$ cat config.mk
export PLATFORM = sky130hd
export DESIGN_NAME = ptq_cell
export DESIGN_NICKNAME = d
export VERILOG_FILES = /design/src/ptq_pkg.sv /design/src/ptq_cell.sv
export SDC_FILE = /design/constraint.sdc
export NUM_CORES = 1
export LEC_CHECK = 0
export ABC_CLOCK_PERIOD_IN_PS = 5900
export CAP_MARGIN = 10
export CORE_AREA = 2 2 269 271
export CTS_CLUSTER_DIAMETER = 80
export DETAILED_ROUTE_END_ITERATION = 16
export DIE_AREA = 0 0 271 273
export DONT_BUFFER_PORTS = 1
export GPL_ROUTABILITY_DRIVEN = 0
export HOLD_SLACK_MARGIN = 0.1
export SLEW_MARGIN = 20
export SYNTH_ARGS = -nofsm -noshare
export SYNTH_HDL_FRONTEND = slang
export SYNTH_SLANG_ARGS = --single-unit
$ cat constraint.sdc
create_clock -name clk_i -period 5.9 [get_ports clk_i]
set_input_delay 0.295 -clock clk_i [delete_from_list [all_inputs] [get_ports clk_i]]
set_output_delay 0.295 -clock clk_i [all_outputs]
set_load 0.05 [all_outputs]
$ cat src/ptq_pkg.sv
// ----------------------------------------------------------------------------
// ptq_pkg: shared types and constants of the periodic timer queue
// Holds the entry layout, the cell control word and the sizing constants.
// ----------------------------------------------------------------------------
package ptq_pkg;

  localparam int unsigned QueueDepth = 64;
  localparam int unsigned MaxPops    = 63;
  localparam int unsigned CntW       = $clog2(QueueDepth + 1);
  localparam int unsigned PopW       = $clog2(MaxPops + 1);
  localparam int unsigned TimeW      = 48;
  localparam int unsigned DelayW     = 21;

  localparam logic [DelayW-1:0] DelayMax = DelayW'(2000000);
  localparam logic [9:0]        DelayPad = 10'd500;

  localparam logic [1:0] KindAdd   = 2'd0;
  localparam logic [1:0] KindFire  = 2'd1;
  localparam logic [1:0] KindDelay = 2'd2;

  typedef struct packed {
    logic [7:0]       id;
    logic [TimeW-1:0] due;
    logic [31:0]      per;
    logic [TimeW-1:0] stop;
    logic             en;
    logic [31:0]      cnt;
  } entry_t;

  typedef struct packed {
    logic ins;
    logic pop;
  } cell_ctl_t;

endpackage

$ cat src/ptq_cell.sv
// ----------------------------------------------------------------------------
// ptq_cell: one slot of the sorted timer chain
// Keeps its entry on insert when it sorts ahead of the new timer, otherwise
// takes the new timer or its left neighbor; shifts from the right on pop.
// ----------------------------------------------------------------------------
module ptq_cell (
  input  logic            clk_i,
  input  ptq_pkg::cell_ctl_t ctl_i,
  input  logic            valid_i,
  input  ptq_pkg::entry_t new_i,
  input  ptq_pkg::entry_t prev_i,
  input  logic            prev_stay_i,
  input  ptq_pkg::entry_t next_i,
  output ptq_pkg::entry_t ent_o,
  output logic            stay_o
);
  import ptq_pkg::*;

  entry_t ent_q;

  // equal due times stay ahead of the newcomer
  assign stay_o = valid_i && (ent_q.due <= new_i.due);
  assign ent_o  = ent_q;

  always_ff @(posedge clk_i) begin
    if (ctl_i.pop) begin
      ent_q <= next_i;
    end else if (ctl_i.ins && !stay_o) begin
      ent_q <= prev_stay_i ? new_i : prev_i;
    end
  end

endmodule
==> impl_metrics.yaml, run 1 <==
synth:
  netlist_instances: 906
  avgSynthCellArea_um2: 10.7
  yosysWarningCount: 0
  netlist_area_um2: 9720
  syn-num-nets: 1466
  ys_seq_area_share_pct: 52.2
  ys_ff_latch: 169
  ys_types: 31
floorplanning:
  die_h_um: 273
  start_util_pct: 13.7
  io_pins: 682
  fp.dieW_um: 271
  rows: 98
placed_design:
  port_buffers: 0
  postPlaceCellArea_um2: 10700
  dp.final_hpwl_um: 27900
clock_network:
  cts_root_buf: "clkbuf_16"
  max-clock-path-buffers: 2
  ctsResizeCount: 0
  cts_hold_buffers: 368
  clock_sinks: 169
  cts_setup_buffers: 0
  cts_buffers: 17
  htree_levels: 4
status:
  stop_stage: "clock tree synthesis"
  status: "did not finish"
  stop_error: "[ERROR RSZ-0060] Max buffer count reached."
==> cell families after synthesis <==
logic type                 Yosys count  share of synthesized area (%)
AOI/OAI and AO/OA                  209                           11.4
adders and majority gates           48                           6.18
muxes                              169                           17.4
and+or+nand+nor                    205                           8.52
DFF                                169                           52.2
buffers and inverters              106                           4.28
==> Yosys cell counts <==
cell type / number / area (um^2)
mux2i_1: 169 / 1690
inv_1: 49 / 184
a21o_1: 4 / 30.0
o31ai_4: 1 / 21.3
a221o_1: 1 / 10.0
nor3_1: 2 / 10.0
nor4_2: 1 / 12.5
nor4_1: 1 / 6.26
edfxtp_1: 169 / 5070
buf_2: 15 / 75.1
nand3_1: 4 / 20.0
o21ai_0: 176 / 881
nor2b_1: 2 / 12.5
and4_1: 1 / 8.76
ha_1: 48 / 601
a21oi_1: 18 / 90.1
and2_1: 1 / 6.26
buf_1: 2 / 7.51
a221oi_2: 1 / 15.0
a21boi_0: 1 / 7.51
a211oi_1: 2 / 15.0
a311o_1: 1 / 10.0
o31a_1: 1 / 8.76
nand2b_1: 1 / 6.26
o21bai_1: 1 / 7.51
clkbuf_1: 40 / 150
a211o_1: 1 / 8.76
nor2_1: 3 / 11.3
nand2_1: 179 / 672
nand4_1: 10 / 62.6
o211ai_1: 1 / 7.51
==> stage by stage <==
stage | cells | setup WS [ns] | hold WS, ns
floorplan | 906 | 1.38 | 0.482
detailed placement | 1801 | 1.53 | 0.495
global placement | 1801 | 1.61 | 0.490
==> inputs of run 2 (changes only) <==
Settings changed: ABC_CLOCK_PERIOD_IN_PS 5900 to 7700, CORE_AREA 2 2 269 271 to 2 2 268 270, CTS_CLUSTER_DIAMETER 80 to not set, DIE_AREA 0 0 271 273 to 0 0 270 272, HOLD_SLACK_MARGIN 0.1 to not set, PLACE_DENSITY_LB_ADDON set to 0.15.
Clock period 5.9 ns to 7.7 ns, I/O delays scaled along.
==> run 2 against run 1 <==
The run now ends clean; area after synthesis stayed put; synthesized cell count did not move.
==> impl_metrics.yaml, run 2 <==
status:
  status: "completed"
synth:
  yosysWarningCount: 0
  ys_types: 31
  synth_edf_count: 169
  netlist_instances: 906
  avgSynthCellArea_um2: 10.7
  ys_ff_latch: 169
  synth_commonest_cells: "179 x nand2_1, 176 x o21ai_0, 169 x edfxtp_1, 169 x mux2i_1, 49 x inv_1"
  synth_top_area_share_pct: 52.2
  netlist_top_cells_area: "edfxtp_1 52%, mux2i_1 17%, o21ai_0 9.1%"
  synthArstFlopShare_pct: 0
  ys_seq_area_share_pct: 52.2
  ys.flop_type: "edfxtp_1"
  synth_top_area_cell: "edfxtp_1"
  syn-num-nets: 1466
  yosysMostFrequentCell: "nand2_1"
  netlist_area_um2: 9720
placed_design:
  dp.final_hpwl_um: 30000
  dp_slack_ns: 3.67
  postPlaceCellArea_um2: 10700
  port_buffers: 0
setup_path:
  cpMostUsedCell: "nand2_1"
  crit_fanout: 60
  max_stage_delay_ns: 0.70
  rrSetupSlack_ns: 3.74
  timing.rr.end: "ent_o[71]$_DFFE_PP_"
  cp_slowest_cell: "buf_4"
  worst-r2r-cell-count: 9
  cp.arrival_ns: 4.06
  required_ns: 7.79
  crit_type: "reg -> reg"
  worstPathCellList: "ha_1 -> nand4_1 -> nor4_2 -> nand2_1 -> nor4_1 -> a21oi_1 -> nand2_1 -> a311o_2 -> buf_4"
  r2r-start: "ent_o[142]$_DFFE_PP_"
  endpoint_kind: "register"
  critPathLaunchType: "register"
global_routing:
  globalRouteOverflowTotal: 0
  antenna_found_initial: 7
  grt_pass1_wl_um: 51300
  grt_pass1_vias: 7033
  grt_max_degree: 340
  grt_usage_pct: 9.80
route:
  dr_wl_met3_um: 2800
  route.met2.wl_um: 19700
  wl_met1_um: 14100
  wirelength_um: 37600
  vias_per_cell: 3.68
  drc_errors: 0
  antenna_left: 0
  dr.pass1.iters: 4
  dr_total_vias: 6768
  routed.top_layer: "met5"
  drtIter0Drc: 293
  wire_per_inst_um: 20.4
clock_network:
  htree_levels: 4
  clkTransAtPathRegs_ns: 0.09
  cts_tree: "yes"
  cts_buffers: 17
  cts_hold_buffers: 0
  max-clock-path-buffers: 2
  cts_root_buf: "clkbuf_16"
  ctsResizeCount: 0
  clkLatencyLatePin_ns: 0.48
  cts_setup_buffers: 0
  clock_sinks: 169
floorplanning:
  start_util_pct: 13.7
  die_area_um2: 73400
  io_pins: 682
  coreArea_um2: 70800
  fp.dieW_um: 270
  die_h_um: 272
  rows: 98
layout:
  multi_input_area_um2: 4240
  largest_reg_flops: 169
  nets: 1430
  syn2layout_area_growth_pct: 16.3
  seq_area_um2: 5070
  layout_commonest_cell: "nand2_1"
  final_util_pct: 16.0
  final_cell_mix: "179 x nand2_1, 176 x o21ai_0, 169 x mux2i_1, 169 x edfxtp_1, 49 x inv_1"
  layout-drive-gt1-share_pct: 4.42
  nFillCells: 7916
  stdcell_area_um2: 11300
power:
  p_leak_nw: 4.41
  powerDensity_nw_per_um2: 243
  ir_drop_mv: 0.129
timing:
  min_period_ns: 3.96
  setup_slack_ns: 3.74
  drv_slew: 0
  max_slew_margin_pct: 34.8
  fin_setup_tns_ns: 0
  min_period_over_period_pct: 51.5
  finalHoldViolations: 0
  setup_viol: 0
  hold_slack_ns: 0.0991
  skew_ns: 0.0161
  tightest_slew_ns: 0.968
  fmax_mhz: 252
  rsz0062_at_grt: "no"
hold_path:
  worst_hold_path_type: "in -> reg"
  min_from: "next_i[46]"
  min_path_cells: 2
  hold_path_end: "ent_o[46]$_DFFE_PP_"
run:
  cap_violations: 0
## run 2: kinds of logic (layout without fill, tap and decap cells)
family                   Yosys count  in the layout  share of synthesized area [%]
AND/OR/NAND/NOR                  205            205                           8.52
multiplexers                     169            169                           17.4
adder cells (fa/ha/maj)           48             48                           6.18
other                              0              5                              0
buffers and inverters            106             83                           4.28
AO/OA/AOI/OAI                    209            209                           11.4
flip-flops                       169            169                           52.2
## run 2: per-layer routing
| metal | vias up | track usage [%] |
|---|---|---|
| met5 | - | 0 |
| met4 | 2 | 4.12 |
| met3 | 32 | 3.53 |
| met2 | 318 | 17.4 |
| met1 | 3199 | 10.5 |
| li1 | 3217 | - |
## run 2: worst max-delay path: cells and delay by family (launching register included)
kind                       cells  cell delay, ns
adders and majority gates      1            0.41
AOI/OAI and AO/OA              2            0.58
buffers and inverters          1            0.70
and+or+nand+nor                5            1.16
DFF                            1            0.63
## run 2: layout make-up
| cell class | instances | area share [%] |
|---|---|---|
| Antenna cell | 5 | 0.111 |
| Clock buffer | 17 | 3.76 |
| Tap cell | 950 | 10.5 |
| Inverter | 49 | 1.63 |
| Clock inverter | 15 | 1.41 |
| Multi-Input combinational cell | 631 | 37.5 |
| Timing Repair Buffer | 2 | 0.243 |
| Sequential cell | 169 | 44.9 |
## run 2: power by group
part           internal [W]  switching, W  leakage [nW]  total [W]
Combinational      0.000110      0.000152          2.40   0.000262
Clock              0.000433      0.000456         0.279   0.000889
Sequential          0.00116      0.000442          1.74    0.00160
## run 2: worst max path at each step
stage	from	to	slack [ns]
final	ent_o[142]$_DFFE_PP_	ent_o[71]$_DFFE_PP_	3.74
after detailed placement	ent_o[142]$_DFFE_PP_	ent_o[104]$_DFFE_PP_	3.67
after floorplan	ent_o[148]$_DFFE_PP_	ent_o[0]$_DFFE_PP_	0.90
after global routing	ent_o[142]$_DFFE_PP_	ent_o[97]$_DFFE_PP_	3.50
after global placement	ent_o[142]$_DFFE_PP_	ent_o[80]$_DFFE_PP_	3.77
after CTS	ent_o[142]$_DFFE_PP_	ent_o[97]$_DFFE_PP_	3.67
## run 2: per-stage QoR
stage	cells	power [W]
final	1838	0.00275
after global placement	1801	0.00190
after CTS	1833	0.00282
after floorplan	906	0.00181
after detailed placement	1801	0.00190
after global routing	1838	0.00288
(Power assumes the default switching activity.)
==> inputs of run 3 (changes only) <==
Settings changed: ABC_CLOCK_PERIOD_IN_PS 7700 to 3600.
Clock period 7.7 ns to 3.6 ns, I/O delays scaled along.
==> run 3 against run 2 <==
The flow now stops in clock tree synthesis; area after synthesis did not move; synthesized cell count did not move.
==> impl_metrics.yaml, run 3 <==
clock_network:
  max-clock-path-buffers: 2
  cts_root_buf: "clkbuf_16"
  htree_levels: 4
  cts_setup_buffers: 0
  cts_buffers: 17
  ctsResizeCount: 0
  clock_sinks: 169
  cts_hold_buffers: 377
synth:
  synth_top_area_cell: "edfxtp_1"
  ys_types: 31
  yosysMostFrequentCell: "nand2_1"
  ys_seq_area_share_pct: 52.2
  netlist_area_um2: 9720
  syn-num-nets: 1466
  netlist_instances: 906
  synthArstFlopShare_pct: 0
  ys.flop_type: "edfxtp_1"
  yosysWarningCount: 0
  synth_edf_count: 169
  ys_ff_latch: 169
  netlist_top_cells_area: "edfxtp_1 52%, mux2i_1 17%, o21ai_0 9.1%"
  avgSynthCellArea_um2: 10.7
  synth_top_area_share_pct: 52.2
  synth_commonest_cells: "179 x nand2_1, 176 x o21ai_0, 169 x edfxtp_1, 169 x mux2i_1, 49 x inv_1"
status:
  status: "did not finish"
  stop_error: "[ERROR RSZ-0060] Max buffer count reached."
  stop_stage: "clock tree synthesis"
placed_design:
  dp.final_hpwl_um: 29900
  port_buffers: 0
  dp.cells: 1850
  dp_slack_ns: 0.502
  postPlaceCellArea_um2: 11100
floorplanning:
  die_h_um: 272
  io_pins: 682
  fp.dieW_um: 270
  start_util_pct: 13.7
  rows: 98
## run 3: cell counts after synthesis
Identical to the previous run, type by type.
## run 3: metrics by stage
stage | hold WS, ns | util (%)
floorplan | 0.367 | -
detailed placement | 0.383 | 15.7
global placement | 0.379 | 15.7
## run 3: cell families after synthesis
kind of cell / after synthesis / share of synthesized area [%]
AO/OA/AOI/OAI: 209 / 11.4
AND/OR/NAND/NOR: 205 / 8.52
multiplexers: 169 / 17.4
flip-flops: 169 / 52.2
buffers and inverters: 106 / 4.28
adder cells (fa/ha/maj): 48 / 6.18
